==> config.mk <==
export PLATFORM = sky130hd
export DESIGN_NAME = dali_elastic_pair_score_flat
export DESIGN_NICKNAME = d
export VERILOG_FILES = /design/src/sv/deps_pkg.sv /design/src/sv/deps_if.sv /design/src/sv/deps_front.sv /design/src/sv/deps_queue.sv /design/src/sv/deps_back.sv /design/src/sv/dali_elastic_pair_score.sv /design/src/flat_wrapper.sv
export SDC_FILE = /design/constraint.sdc
export NUM_CORES = 2
export LEC_CHECK = 0
export BUFFER_PORTS_ARGS = -buffer_cell sky130_fd_sc_hd__buf_2
export CORE_UTILIZATION = 30
export DETAILED_ROUTE_END_ITERATION = 8
export PLACE_DENSITY = 0.49
export SYNTH_ARGS = -nofsm -noshare
export SYNTH_HDL_FRONTEND = slang
export SYNTH_SLANG_ARGS = --single-unit
export TNS_END_PERCENT = 10
==> constraint.sdc <==
create_clock -name clk -period 13 [get_ports clk]
set_input_delay 1.95 -clock clk [delete_from_list [all_inputs] [get_ports clk]]
set_output_delay 1.95 -clock clk [all_outputs]
set_load 0.05 [all_outputs]
==> src/sv/deps_pkg.sv <==
// ----------------------------------------------------------------------------
// Elastic pair score package
// Shared constants, the envelope ROM and the queue word layout.
// ----------------------------------------------------------------------------
package deps_pkg;

  localparam int MAX_ALIGNED     = 1024;
  localparam int TABLE_SIZE      = 100;
  localparam int ENVELOPE_RADIUS = 20;

  localparam int DIST_W   = 16;
  localparam int SUM_W    = 48;
  localparam int CFG_W    = 16;
  localparam int LEN_W    = 11;
  localparam int IDX_W    = $clog2(TABLE_SIZE);
  localparam int W_W      = 17;          // envelope weight, Q1.16
  localparam int Q_W      = 18;          // ratio of twice the difference to the sum, Q.16
  localparam int NUM_W    = SUM_W + 1;

  // Pairs whose mean distance is above 100 angstroms carry no weight.
  localparam logic [DIST_W:0] S_LIMIT = 17'd51200;

  // The score is divided by 100 one 16-bit digit at a time; each digit
  // quotient comes from a reciprocal multiplication that is exact for
  // dividends below 100 * 2^16.
  localparam int SCORE_DIV  = 100;
  localparam int DIG_W      = 16;
  localparam int DIG_V_W    = 7 + DIG_W;
  localparam int RECIP_W    = 24;
  localparam int RECIP_SH   = 30;
  localparam logic [RECIP_W-1:0] RECIP_100 = RECIP_W'((64'd1 << RECIP_SH) / SCORE_DIV + 1);

  localparam int DIV_STEPS  = Q_W;
  localparam int SDIV_STEPS = SUM_W / DIG_W;

  localparam int CFG_IDX_W      = 8;
  localparam logic [CFG_IDX_W-1:0] CFG_ELASTIC_OFFSET = 8'd0;
  localparam logic [CFG_IDX_W-1:0] CFG_DIAG_BONUS     = 8'd1;
  localparam logic [CFG_W-1:0]     CFG_RESET_VALUE    = 16'd13107;

  // One classified pair, as handed from the front to the back.
  typedef struct packed {
    logic [DIST_W:0]   s;
    logic [DIST_W-1:0] diff;
    logic [IDX_W-1:0]  idx;
    logic              in_rng;
    logic              last;
    logic [LEN_W-1:0]  len;
  } deps_item_t;

  typedef logic [W_W-1:0] env_rom_t [TABLE_SIZE];

  // Unsigned quotient by shift and subtract, used only while building the ROM.
  function automatic longint unsigned udiv(longint unsigned n, longint unsigned d);
    longint unsigned q, r;
    q = 64'd0;
    r = 64'd0;
    for (int bi = 63; bi >= 0; bi--) begin
      r = {r[62:0], n[bi]};
      if (r >= d) begin
        r     = r - d;
        q[bi] = 1'b1;
      end
    end
    return q;
  endfunction

  // exp(-f) for f in [0,1] in Q2.30, series with truncated terms.
  function automatic longint unsigned exp_frac(longint unsigned f);
    longint          acc;
    longint unsigned term;
    acc  = longint'(64'd1 << 30);
    term = 64'd1 << 30;
    for (int k = 1; k <= 24; k++) begin
      term = udiv((term * f) >> 30, 64'(k));
      if (k[0]) acc = acc - longint'(term);
      else      acc = acc + longint'(term);
    end
    return (acc < 0) ? 64'd0 : longint'(acc);
  endfunction

  // Gaussian envelope exp(-i*i/R^2) rounded to Q1.16.
  function automatic env_rom_t build_env();
    env_rom_t        rom;
    longint unsigned rr, e1, sq, n, f, v;
    rr = longint'(ENVELOPE_RADIUS) * longint'(ENVELOPE_RADIUS);
    e1 = exp_frac(64'd1 << 30);
    for (int i = 0; i < TABLE_SIZE; i++) begin
      sq = longint'(i) * longint'(i);
      n  = udiv(sq, rr);
      f  = udiv((sq - n * rr) << 30, rr);
      v  = exp_frac(f);
      while (n > 0 && v != 0) begin
        v = (v * e1) >> 30;
        n = n - 1;
      end
      rom[i] = W_W'((v + (64'd1 << 13)) >> 14);
    end
    return rom;
  endfunction

  localparam env_rom_t ENV_ROM = build_env();

endpackage

==> src/sv/deps_if.sv <==
// ----------------------------------------------------------------------------
// Elastic pair score channels
// Valid/ready channels for pairs, results and register writes.
// ----------------------------------------------------------------------------
interface deps_in_if;
  import deps_pkg::*;
  logic              valid;
  logic              ready;
  logic [DIST_W-1:0] dist_query;
  logic [DIST_W-1:0] dist_target;
  logic              last;
  logic [LEN_W-1:0]  aligned_len;
  modport source (output valid, dist_query, dist_target, last, aligned_len, input ready);
  modport sink   (input valid, dist_query, dist_target, last, aligned_len, output ready);
endinterface

interface deps_out_if;
  import deps_pkg::*;
  logic                    valid;
  logic                    ready;
  logic signed [SUM_W-1:0] off_diag_sum;
  logic signed [SUM_W-1:0] final_score;
  modport source (output valid, off_diag_sum, final_score, input ready);
  modport sink   (input valid, off_diag_sum, final_score, output ready);
endinterface

interface deps_cfg_if;
  import deps_pkg::*;
  logic                 valid;
  logic                 ready;
  logic [CFG_IDX_W-1:0] reg_index;
  logic [CFG_W-1:0]     wr_data;
  modport source (output valid, reg_index, wr_data, input ready);
  modport sink   (input valid, reg_index, wr_data, output ready);
endinterface

==> src/sv/deps_front.sv <==
// ----------------------------------------------------------------------------
// Elastic pair score front end
// Takes a pair word, forms sum, difference and envelope index.
// ----------------------------------------------------------------------------
module deps_front
  import deps_pkg::*;
(
  deps_in_if.sink   in_ch,
  output logic       push,
  output deps_item_t push_item,
  input  logic       full
);

  logic [DIST_W:0] s;
  logic [DIST_W:0] idx_raw;

  assign in_ch.ready = !full;
  assign push        = in_ch.valid && !full;

  always_comb begin
    s       = {1'b0, in_ch.dist_query} + {1'b0, in_ch.dist_target};
    idx_raw = (s + 17'd256) >> 9;
    push_item.s      = s;
    push_item.diff   = (in_ch.dist_query > in_ch.dist_target) ?
                       in_ch.dist_query - in_ch.dist_target :
                       in_ch.dist_target - in_ch.dist_query;
    push_item.idx    = (idx_raw > 17'(TABLE_SIZE - 1)) ? IDX_W'(TABLE_SIZE - 1)
                                                        : idx_raw[IDX_W-1:0];
    push_item.in_rng = (s <= S_LIMIT);
    push_item.last   = in_ch.last;
    push_item.len    = in_ch.aligned_len;
  end

endmodule

==> src/sv/deps_queue.sv <==
// ----------------------------------------------------------------------------
// Elastic pair score queue
// Two-entry queue between the front end and the scoring engine.
// ----------------------------------------------------------------------------
module deps_queue
  import deps_pkg::*;
(
  input  logic       clk,
  input  logic       rst_n,
  input  logic       push,
  input  deps_item_t push_item,
  output logic       full,
  input  logic       pop,
  output logic       not_empty,
  output deps_item_t head
);

  deps_item_t  mem_r [2];
  logic        wptr_r, rptr_r;
  logic [1:0]  cnt_r;

  assign full      = (cnt_r == 2'd2);
  assign not_empty = (cnt_r != 2'd0);
  assign head      = mem_r[rptr_r];

  always_ff @(posedge clk) begin
    if (push) mem_r[wptr_r] <= push_item;
  end

  always_ff @(posedge clk) begin
    if (!rst_n) begin
      wptr_r <= 1'b0;
      rptr_r <= 1'b0;
      cnt_r  <= 2'd0;
    end else begin
      if (push) wptr_r <= !wptr_r;
      if (pop)  rptr_r <= !rptr_r;
      cnt_r <= cnt_r + 2'(push) - 2'(pop);
    end
  end

endmodule

==> src/sv/deps_back.sv <==
// ----------------------------------------------------------------------------
// Elastic pair score engine
// Divides, weights and accumulates each pair; forms the score at the end.
// ----------------------------------------------------------------------------
module deps_back
  import deps_pkg::*;
(
  input  logic              clk,
  input  logic              rst_n,
  input  logic              not_empty,
  input  deps_item_t        head,
  output logic              pop,
  input  logic [CFG_W-1:0]  elastic_offset,
  input  logic [CFG_W-1:0]  diag_bonus,
  deps_out_if.source        out_ch
);

  localparam logic [2:0] ST_POP = 3'd0;
  localparam logic [2:0] ST_DIV = 3'd1;
  localparam logic [2:0] ST_MUL = 3'd2;
  localparam logic [2:0] ST_ACC = 3'd3;
  localparam logic [2:0] ST_FIN = 3'd4;
  localparam logic [2:0] ST_SDV = 3'd5;
  localparam logic [2:0] ST_OUT = 3'd6;

  logic [2:0]              state_r;
  deps_item_t              ent_r;
  logic [Q_W-1:0]          rem_r, quo_r;
  logic [5:0]              cnt_r;
  logic signed [W_W+Q_W+1:0] prod_r;
  logic signed [SUM_W-1:0] sum_r, tot_r;
  logic                    neg_r;
  logic [SUM_W-1:0]        dv_r;
  logic [6:0]              srem_r;
  logic                    out_valid_r;
  logic signed [SUM_W-1:0] out_sum_r, out_score_r;

  logic                    trial;
  logic [Q_W-1:0]          rem_sub;
  logic signed [Q_W:0]     dterm;
  logic signed [W_W+Q_W+1:0] prod_rnd;
  logic signed [SUM_W:0]   acc_wide;
  logic signed [SUM_W-1:0] acc_sat;
  logic [LEN_W-1:0]        len_c;
  logic [LEN_W+CFG_W-1:0]  bonus;
  logic signed [NUM_W-1:0] num;
  logic [NUM_W-1:0]        mag;
  logic [DIG_V_W-1:0]      dig_v;
  logic [DIG_V_W+RECIP_W-1:0] dig_prod;
  logic [DIG_W-1:0]        dig_q;
  logic [DIG_V_W-1:0]      dig_rem;
  logic                    load_out;

  assign out_ch.valid        = out_valid_r;
  assign out_ch.off_diag_sum = out_sum_r;
  assign out_ch.final_score  = out_score_r;
  assign pop      = (state_r == ST_POP) && not_empty;
  assign load_out = (state_r == ST_OUT) && (!out_valid_r || out_ch.ready);

  always_comb begin
    trial    = rem_r >= {1'b0, ent_r.s};
    rem_sub  = trial ? rem_r - {1'b0, ent_r.s} : rem_r;
    dterm    = $signed({3'b0, elastic_offset}) - $signed({1'b0, quo_r});
    prod_rnd = (prod_r + 37'sd32768) >>> 16;
    acc_wide = {sum_r[SUM_W-1], sum_r}
             + (ent_r.in_rng ? (SUM_W+1)'(prod_rnd) : '0);
    if (acc_wide[SUM_W] != acc_wide[SUM_W-1])
      acc_sat = acc_wide[SUM_W] ? {1'b1, {(SUM_W-1){1'b0}}} : {1'b0, {(SUM_W-1){1'b1}}};
    else
      acc_sat = acc_wide[SUM_W-1:0];
    len_c = (ent_r.len > LEN_W'(MAX_ALIGNED)) ? LEN_W'(MAX_ALIGNED) : ent_r.len;
    bonus = len_c * diag_bonus;
    num   = {tot_r[SUM_W-1], tot_r} + $signed(NUM_W'(bonus));
    mag   = num[NUM_W-1] ? NUM_W'(-num) : NUM_W'(num);
    // One digit of the score division: the remainder so far in front of the
    // next 16 bits of the dividend.
    dig_v    = {srem_r, dv_r[SUM_W-1 -: DIG_W]};
    dig_prod = dig_v * RECIP_100;
    dig_q    = dig_prod[RECIP_SH +: DIG_W];
    dig_rem  = dig_v - DIG_V_W'(dig_q) * DIG_V_W'(SCORE_DIV);
  end

  always_ff @(posedge clk) begin
    case (state_r)
      ST_POP: begin
        ent_r <= head;
        rem_r <= {2'b0, head.diff};
        quo_r <= '0;
        cnt_r <= '0;
      end
      ST_DIV: begin
        quo_r <= {quo_r[Q_W-2:0], trial};
        rem_r <= {rem_sub[Q_W-2:0], 1'b0};
        cnt_r <= cnt_r + 6'd1;
      end
      ST_MUL: prod_r <= $signed({1'b0, ENV_ROM[ent_r.idx]}) * dterm;
      ST_ACC: tot_r <= acc_sat;
      ST_FIN: begin
        neg_r  <= num[NUM_W-1];
        dv_r   <= SUM_W'(mag + NUM_W'(50));
        srem_r <= '0;
        cnt_r  <= '0;
      end
      ST_SDV: begin
        srem_r <= dig_rem[6:0];
        dv_r   <= {dv_r[SUM_W-DIG_W-1:0], dig_q};
        cnt_r  <= cnt_r + 6'd1;
      end
      default: ;
    endcase
    if (load_out) begin
      out_sum_r   <= tot_r;
      out_score_r <= neg_r ? SUM_W'(-dv_r) : SUM_W'(dv_r);
    end
  end

  always_ff @(posedge clk) begin
    if (!rst_n) begin
      state_r     <= ST_POP;
      sum_r       <= '0;
      out_valid_r <= 1'b0;
    end else begin
      if (load_out)                         out_valid_r <= 1'b1;
      else if (out_ch.ready)                out_valid_r <= 1'b0;
      case (state_r)
        ST_POP: if (not_empty) begin
          // A zero sum or an out-of-range pair needs no division.
          state_r <= (head.in_rng && head.s != '0) ? ST_DIV : ST_MUL;
        end
        ST_DIV: if (cnt_r == 6'(DIV_STEPS - 1)) state_r <= ST_MUL;
        ST_MUL: state_r <= ST_ACC;
        ST_ACC: begin
          if (ent_r.last) begin
            sum_r   <= '0;
            state_r <= ST_FIN;
          end else begin
            sum_r   <= acc_sat;
            state_r <= ST_POP;
          end
        end
        ST_FIN: state_r <= ST_SDV;
        ST_SDV: if (cnt_r == 6'(SDIV_STEPS - 1)) state_r <= ST_OUT;
        ST_OUT: if (load_out) state_r <= ST_POP;
        default: state_r <= ST_POP;
      endcase
    end
  end

endmodule

==> src/sv/dali_elastic_pair_score.sv <==
// ----------------------------------------------------------------------------
// Elastic pair score
// Top level: register file, front end, queue and scoring engine.
// ----------------------------------------------------------------------------
// Each pair word goes through the scoring engine in order: queue pop, the
// bit-serial ratio divider, the weight multiply and the accumulate; a pair
// with a zero or out-of-range distance sum skips the divider. A word marked
// last then forms the score numerator, divides it by 100 in 16-bit digits
// by reciprocal multiplication and loads the result register once that
// register is free or its word is taken. A two-word queue lets the front
// take pairs while the engine works, and the result register lets the
// engine go on while a result word waits to be taken.
module dali_elastic_pair_score
  import deps_pkg::*;
(
  input  logic        clk,
  input  logic        rst_n,
  deps_in_if.sink     in_ch,
  deps_out_if.source  out_ch,
  deps_cfg_if.sink    cfg_ch
);

  logic [CFG_W-1:0] elastic_offset_r, diag_bonus_r;
  logic             push, full, pop, not_empty;
  deps_item_t       push_item, head;

  assign cfg_ch.ready = 1'b1;

  always_ff @(posedge clk) begin
    if (!rst_n) begin
      elastic_offset_r <= CFG_RESET_VALUE;
      diag_bonus_r     <= CFG_RESET_VALUE;
    end else if (cfg_ch.valid) begin
      case (cfg_ch.reg_index)
        CFG_ELASTIC_OFFSET: elastic_offset_r <= cfg_ch.wr_data;
        CFG_DIAG_BONUS:     diag_bonus_r     <= cfg_ch.wr_data;
        default: ;
      endcase
    end
  end

  deps_front u_front (
    .in_ch     (in_ch),
    .push      (push),
    .push_item (push_item),
    .full      (full)
  );

  deps_queue u_queue (
    .clk       (clk),
    .rst_n     (rst_n),
    .push      (push),
    .push_item (push_item),
    .full      (full),
    .pop       (pop),
    .not_empty (not_empty),
    .head      (head)
  );

  deps_back u_back (
    .clk            (clk),
    .rst_n          (rst_n),
    .not_empty      (not_empty),
    .head           (head),
    .pop            (pop),
    .elastic_offset (elastic_offset_r),
    .diag_bonus     (diag_bonus_r),
    .out_ch         (out_ch)
  );

endmodule
==> src/flat_wrapper.sv <==
// flat-port wrapper written by rule: the top's interface ports become plain ports
module dali_elastic_pair_score_flat import deps_pkg::*;
  (clk, rst_n, in_ch_valid, in_ch_dist_query, in_ch_dist_target, in_ch_last, in_ch_aligned_len, in_ch_ready, out_ch_valid, out_ch_off_diag_sum, out_ch_final_score, out_ch_ready, cfg_ch_valid, cfg_ch_reg_index, cfg_ch_wr_data, cfg_ch_ready);
  deps_in_if in_ch_i ();
  deps_out_if out_ch_i ();
  deps_cfg_if cfg_ch_i ();
  input  logic clk;
  input  logic rst_n;
  input wire logic [$bits(in_ch_i.valid)-1:0] in_ch_valid;
  input wire logic [$bits(in_ch_i.dist_query)-1:0] in_ch_dist_query;
  input wire logic [$bits(in_ch_i.dist_target)-1:0] in_ch_dist_target;
  input wire logic [$bits(in_ch_i.last)-1:0] in_ch_last;
  input wire logic [$bits(in_ch_i.aligned_len)-1:0] in_ch_aligned_len;
  output wire logic [$bits(in_ch_i.ready)-1:0] in_ch_ready;
  output wire logic [$bits(out_ch_i.valid)-1:0] out_ch_valid;
  output wire logic [$bits(out_ch_i.off_diag_sum)-1:0] out_ch_off_diag_sum;
  output wire logic [$bits(out_ch_i.final_score)-1:0] out_ch_final_score;
  input wire logic [$bits(out_ch_i.ready)-1:0] out_ch_ready;
  input wire logic [$bits(cfg_ch_i.valid)-1:0] cfg_ch_valid;
  input wire logic [$bits(cfg_ch_i.reg_index)-1:0] cfg_ch_reg_index;
  input wire logic [$bits(cfg_ch_i.wr_data)-1:0] cfg_ch_wr_data;
  output wire logic [$bits(cfg_ch_i.ready)-1:0] cfg_ch_ready;
  assign in_ch_i.valid = in_ch_valid;
  assign in_ch_i.dist_query = in_ch_dist_query;
  assign in_ch_i.dist_target = in_ch_dist_target;
  assign in_ch_i.last = in_ch_last;
  assign in_ch_i.aligned_len = in_ch_aligned_len;
  assign in_ch_ready = in_ch_i.ready;
  assign out_ch_valid = out_ch_i.valid;
  assign out_ch_off_diag_sum = out_ch_i.off_diag_sum;
  assign out_ch_final_score = out_ch_i.final_score;
  assign out_ch_i.ready = out_ch_ready;
  assign cfg_ch_i.valid = cfg_ch_valid;
  assign cfg_ch_i.reg_index = cfg_ch_reg_index;
  assign cfg_ch_i.wr_data = cfg_ch_wr_data;
  assign cfg_ch_ready = cfg_ch_i.ready;
  dali_elastic_pair_score u_core (.clk(clk), .rst_n(rst_n), .in_ch(in_ch_i), .out_ch(out_ch_i), .cfg_ch(cfg_ch_i));
endmodule
==> After elaboration in Yosys (flattened, before gate mapping) <==
Memory sizes are Yosys's and may differ from the RTL's. A register that Yosys moved wholly into a read port is not among the register bits.
Cells that the tools add are included.
{ "totals": {"mem_count": 2, "in_bits": 73, "rom_bits": 2176, "mem_bits_rw": 106, "reg_bits": 404, "latchBits": 0} }
{ "classes": {"order_cmp": 6, "n_mul": 4, "n_reduce_logical": 22, "addsub": 16, "shifts": 0, "div": 0, "eq_ne": 15, "mux": 30, "bitwise_logic": 1} }
{ "memory_table": {"columns": ["memory", "depth", "width", "read_ports", "rd_ports_with_merged_regs", "write_ports", "line", "rtl"], "rows": [
  ["(no name shown)", 128, 17, 1, 0, 0, "deps_back.sv:96", "ST_MUL: prod_r <= $signed({1'b0, ENV_ROM[ent_r.idx]}) * dterm;"],
  ["u_core.u_queue.mem_r", 2, 53, 1, 1, 1, "deps_queue.sv:18", "deps_item_t mem_r [2];"]
]} }
{ "op_table": {"columns": ["cell", "n"], "rows": [
  ["$mux W48", 5],
  ["$neg A48 Y48", 2],
  ["$pmux W48 S2", 1],
  ["$pmux W18 S2", 2],
  ["$mux W17", 3],
  ["$add A48 B28 Y49", 1],
  ["$add A49 B49 Y49", 1],
  ["$mux W49", 1],
  ["$add A48 B6 Y48 const B", 1],
  ["$mul A23 B24 Y46 const B", 1],
  ["$add A37 B17 Y37 const B", 1],
  ["$mul A18 B19 Y37", 1],
  ["$sub A16 B16 Y16", 2],
  ["$mul A11 B16 Y27", 1],
  ["$pmux W3 S7", 1],
  ["$sub A16 B18 Y19", 1],
  ["$ge A18 B17 Y1", 1],
  ["$add A16 B16 Y17", 1],
  ["$add A17 B9 Y17 const B", 1],
  ["$le A17 B16 Y1 const B", 1],
  ["$reduce_bool A17 Y1", 1],
  ["$sub A17 B17 Y17", 1],
  ["$gt A16 B16 Y1", 1],
  ["$mul A16 B5 Y5 const B", 1],
  ["other kinds (34)", 61]
]} }

==> Depth between registers and ports, before layout <==
{ "depth": {"ltp_word": 8, "depth_mapped": 53, "ltp_nobuf": 47} }

==> Hierarchy <==
From an unflattened synthesis, not the netlist that was laid out.
{ "hier_totals": {"cells_unflattened": 6185, "area_unflattened_um2": 59594.7} }
{ "by_module_without_submodules": {"columns": ["module", "instances", "cells_per_inst", "seq_area_each_um2", "area_each_um2"], "rows": [
  ["deps_back", 1, 5478, 10079.7, 51002.7],
  ["deps_queue", 1, 186, 3283.1, 4306.6],
  ["deps_front", 1, 392, 0.0, 2936.6],
  ["dali_elastic_pair_score", 1, 129, 640.6, 1348.8]
]} }

==> Least setup slack after synthesis <==
OpenSTA, ideal clock, no wires.
{ "synth_path": {"kind": "register -> register", "start": "reg u_core.u_back.ent_r[10] in the netlist's numbering", "end": "reg u_core.u_back.dv_r[39] (data pin)", "stages_incl_launch_ff": 47, "required_ns": 12.733, "t_arrival_ns": 10.853, "path_slack_ns": 1.880, "setup_time_ns": 0.267, "n_path_buf": 8, "cell_sequence": "edfxtp_1 > clkbuf_1 > nor2b_1 > clkbuf_1 > nand2_1 > fa_1 > fa_1 > inv_1 > ha_1 > fa_1 > inv_1 > fa_1 > inv_1 > ha_1 > nor2b_1 > o21a_1 > o31a_1 > o41ai_1 > [... 11 more ...] > nand2_1 > clkbuf_1 > clkbuf_1 > buf_1 > buf_1 > nor2_1 > xnor2_1 > ha_1 > o21ai_0 > mux2i_1 > o211ai_1 > nor3_1 > nand3_1 > nor2_1 > buf_2 > nand4_1 > xnor2_1 > o21ai_0"} }
{ "synth_between": {"elab_chain_cells": 8} }
{ "synth_lines": {"columns": ["element", "line", "rtl"], "rows": [
  ["from (decl)", "deps_back.sv:27", "deps_item_t ent_r;"],
  ["from (signal assigned)", "deps_back.sv:86", "ent_r <= head;"],
  ["$gt A11 B11 Y1", "deps_back.sv:71", "len_c = (ent_r.len > LEN_W'(MAX_ALIGNED)) ? LEN_W'(MAX_ALIGNED) : ent_r.len;"],
  ["$mux W11 (*)", "deps_back.sv:71", null],
  ["$mul A11 B16 Y27 (*)", "deps_back.sv:72", "bonus = len_c * diag_bonus;"],
  ["$add A48 B28 Y49 (*)", "deps_back.sv:73", "num = {tot_r[SUM_W-1], tot_r} + $signed(NUM_W'(bonus));"],
  ["$neg A48 Y48", "deps_back.sv:74", "mag = num[NUM_W-1] ? NUM_W'(-num) : NUM_W'(num);"],
  ["$mux W48 (*)", "deps_back.sv:74", null],
  ["$add A48 B6 Y48 (*)", "deps_back.sv:100", "dv_r <= SUM_W'(mag + NUM_W'(50));"],
  ["$pmux W48 S2 (*)", "deps_back.sv:84", "case (state_r)"],
  ["to (signal assigned)", "deps_back.sv:100", null],
  ["to (signal assigned)", "deps_back.sv:106", "dv_r <= {dv_r[SUM_W-DIG_W-1:0], dig_q};"],
  ["to (decl)", "deps_back.sv:33", "logic [SUM_W-1:0] dv_r;"]
]} }
Mark *: on every way between the ends. The rest lies on a longest branch, timed or not.
A chain may end at the register's enable or synchronous reset.

==> Worst setup path in the final report <==
{ "layout_path": {"start": "reg u_core.u_back.ent_r[10] in the netlist's numbering", "end": "reg u_core.u_back.dv_r[32] (data pin)"} }
Same word-level chain as after synthesis.

==> flow_metrics.tcl <==
set metrics [dict create \
    grt_antenna_before_repair 5 \
    postSynth.asyncResetShare_pct 0 \
    via_density_per_instance 4.89 \
    cts_setup_buffers 0 \
    cts_buffers 59 \
    max_freq_ghz 0.0822 \
    wl_per_cell_um 18.9 \
    ys_ff_latch 494 \
    worstSetupPathType "reg -> reg" \
    die_w_um 440 \
    maxCapViolations 0 \
    relSlewSlack_pct 12.1 \
    global_route.usage.total_pct 16.8 \
    drt-pass1-iter-count 7 \
    initialDrtViolationCount 2671 \
    outcome "finished clean" \
    detailedPlacementHpwl_um 132000 \
    gp_routability_congestion 0.888 \
    final-instance-count-excl-fill 8623 \
    drc 0 \
    synth_sequential_area_ratio_pct 24.2 \
    die_h_um 440 \
    placeableCoreArea_um2 190000 \
    cts_resized 0 \
    io_buffers 170 \
    fin_nets 7364 \
    timing.critical_path.from_type "flop" \
    postRouteAntennaNets 0 \
    synthesis.instances 5961 \
    worst-path-max-fanout 49 \
    final_hold_viol_count 0 \
    cp_data_required_time_ns 13.41 \
    crit_arrival_ns 12.58 \
    cts_max_level 2 \
    post-route-period-util_pct 93.6 \
    crit_path_end_kind "flop" \
    synth.area.top_cells "sky130_fd_sc_hd__fa_1, sky130_fd_sc_hd__edfxtp_1, sky130_fd_sc_hd__ha_1, sky130_fd_sc_hd__inv_1, sky130_fd_sc_hd__xnor2_1" \
    synthToLayoutAreaGrowth_pct 10.2 \
    area_share_of_the_leading_cell_type_in_the_synthesized_netlist_pct 22.7 \
    finalMaxSlewViolations 0 \
    num_vias 42100 \
    worst_skew_pair.late_latency_ns 0.71 \
    maximum_number_of_pins_on_one_net_before_global_route_repair 72 \
    grt_pass1_wl_um 254000 \
    r2r_start "u_core.u_back.ent_r[10]" \
    synthesis.yosys.warnings 0 \
    placementRows 160 \
    timing.critical_path.from "u_core.u_back.ent_r[10]" \
    synth_most_common_cell "sky130_fd_sc_hd__inv_1" \
    clkTransAtPathRegs_ns 0.06 \
    cts_tree "yes" \
    clock_sink_count 494 \
    synth_nets 7265 \
    design.die.area_um2 194000 \
    hold_class "reg -> reg" \
    syn-mean-instance-area_um2 9.66 \
    grt_setup_unrepaired "true" \
    vias_in_the_first_global_route 43100 \
    cp_slowest_cell "sky130_fd_sc_hd__edfxtp_1" \
    yosys_most_used_dff "sky130_fd_sc_hd__edfxtp_1" \
    slowest_delay_ns 0.65 \
    final_layout_size_suffix_gt1_share_pct 8.33 \
    numPlacedInstances 8510 \
    tightest_slew_ns 1.31 \
    netlist.top_cell.by_area "sky130_fd_sc_hd__fa_1" \
    synth-edff-count 405 \
    finalSetupViolations 0 \
    min-delay-start "u_core.u_back.sum_r[43]" \
    start_util_pct 30.2 \
    synth_cell_type_count 125 \
    synthTopCellsByCount "sky130_fd_sc_hd__inv_1, sky130_fd_sc_hd__fa_1, sky130_fd_sc_hd__ha_1" \
    drt_wirelength_um 163000 \
    buffer_levels_on_the_longest_clock_path 3 \
    pin_count 172 \
    min_period_ns 12.17 \
    finClkSkew_ns 0.0459 \
    cts-root-buf "sky130_fd_sc_hd__clkbuf_16" \
    holdBufCountCts 0 \
    globalRoute.totalOverflow 0 \
    mapped_area_um2 57600 \
]
layout by cell type, fill, tap and decap left out, drive strengths merged, types with 14 or more instances in the layout:
| master | instances |
|---|---|
| inv | 937 |
| fa | 652 |
| ha | 579 |
| nand2 | 506 |
| nor2 | 409 |
| edfxtp | 405 |
| xnor2 | 275 |
| o21ai | 249 |
| buf | 249 |
| a21oi | 246 |
| and2 | 164 |
| nor3 | 98 |
| dfxtp | 89 |
| xor2 | 83 |
| nand3 | 81 |
| nor2b | 75 |
| a21o | 74 |
| clkbuf | 68 |
| mux2i | 62 |
| nand2b | 48 |
| o21a | 46 |
| nand4 | 44 |
| and3 | 44 |
| mux2 | 41 |
| a22o | 40 |
| o211ai | 37 |
| a31oi | 33 |
| or3 | 33 |
| o21bai | 32 |
| a211oi | 32 |
| o31ai | 30 |
| nor4 | 27 |
| or2 | 26 |
| clkinv | 25 |
| a21boi | 24 |
| or4 | 16 |
| o41ai | 14 |
path summary, 6_finish.rpt:
kind                                   to  slack (ns)  cells after the start
setup / recovery   u_core.u_back.dv_r[32]        0.83                     41
hold / removal    u_core.u_back.sum_r[43]        0.46                      2
setup reg to reg   u_core.u_back.dv_r[32]        0.83                     41
hold reg to reg   u_core.u_back.sum_r[43]        0.46                      2
per-stage QoR:
stage	cell area, um^2	hold slack [ns]	setup slack (ns)	setup TNS, ns	util, %
final	63400	0.465	0.830	0	33.3
after global routing	63400	0.497	-0.0104	-0.0194	33.3
after CTS	63400	0.471	0.505	0	33.3
after detailed placement	61400	0.455	0.577	0	32.3
after global placement	61400	0.443	0.879	0	32.3
after floorplan	57600	0.424	1.88	0	-
logic make-up after synthesis:
family | share of synthesized area (%)
AO/OA/AOI/OAI | 11.8
flip-flops | 24.2
multiplexers | 1.92
XOR/XNOR | 5.52
adder cells (fa/ha/maj) | 35.4
AND/OR/NAND/NOR | 13.6
other | 0.00652
buffers and inverters | 7.53
layout make-up:
type	count	area (um^2)
clock buffers	68	1530
well taps	2511	3140
diodes	2	5.00
inverters	933	3500
flip-flops and latches	494	13900
repair buffers	249	1440
clock inverters	43	470
multi-input cells	4323	39400
fillers	19500	127000
state kept, by name, summed over array words and instances, names as in the netlist, named ones only:
signal and count:
u_core.u_queue.rptr_r 1, u_core.u_back.sum_r 48, u_core.u_back.srem_r 7, u_core.u_back.prod_r 22
u_core.u_back.dv_r 48, u_core.u_queue.wptr_r 1, u_core.u_back.ent_r 37, u_core.u_queue.cnt_r 2
u_core.u_back.out_ch.off_diag_sum 48, u_core.u_back.out_ch.valid 1, u_core.u_queue.mem_r 104, u_core.u_back.neg_r 1
u_core.diag_bonus_r 16, u_core.u_back.out_ch.final_score 48, u_core.u_back.cnt_r 6, u_core.u_back.rem_r 18
u_core.elastic_offset_r 16, u_core.u_back.quo_r 18, u_core.u_back.state_r 3, u_core.u_back.tot_r 48
layer usage:
metal  global-route usage, %  share of wire, %  vias to the layer above  wire, um
met2                    29.1                49                      767     79600
met4                    4.12               2.5                        0      4000
met3                    1.39               3.2                      140      5220
li1                        -                 -                    20200         -
met5                       0                 0                        -         0
met1                    22.6                45                    21100     73900
critical path, delay by kind of cell, from the launching register on:
family / cells / cell delay (ns)
buffers and inverters: 8 / 1.40
AO/OA/AOI/OAI: 17 / 3.77
AND/OR/NAND/NOR: 7 / 2.38
flip-flops: 1 / 0.65
adder cells (fa/ha/maj): 7 / 3.22
XOR/XNOR: 2 / 0.44
Power is not shown: default switching activity piles up to over one toggle a cycle in this logic, so the estimate is an artifact.
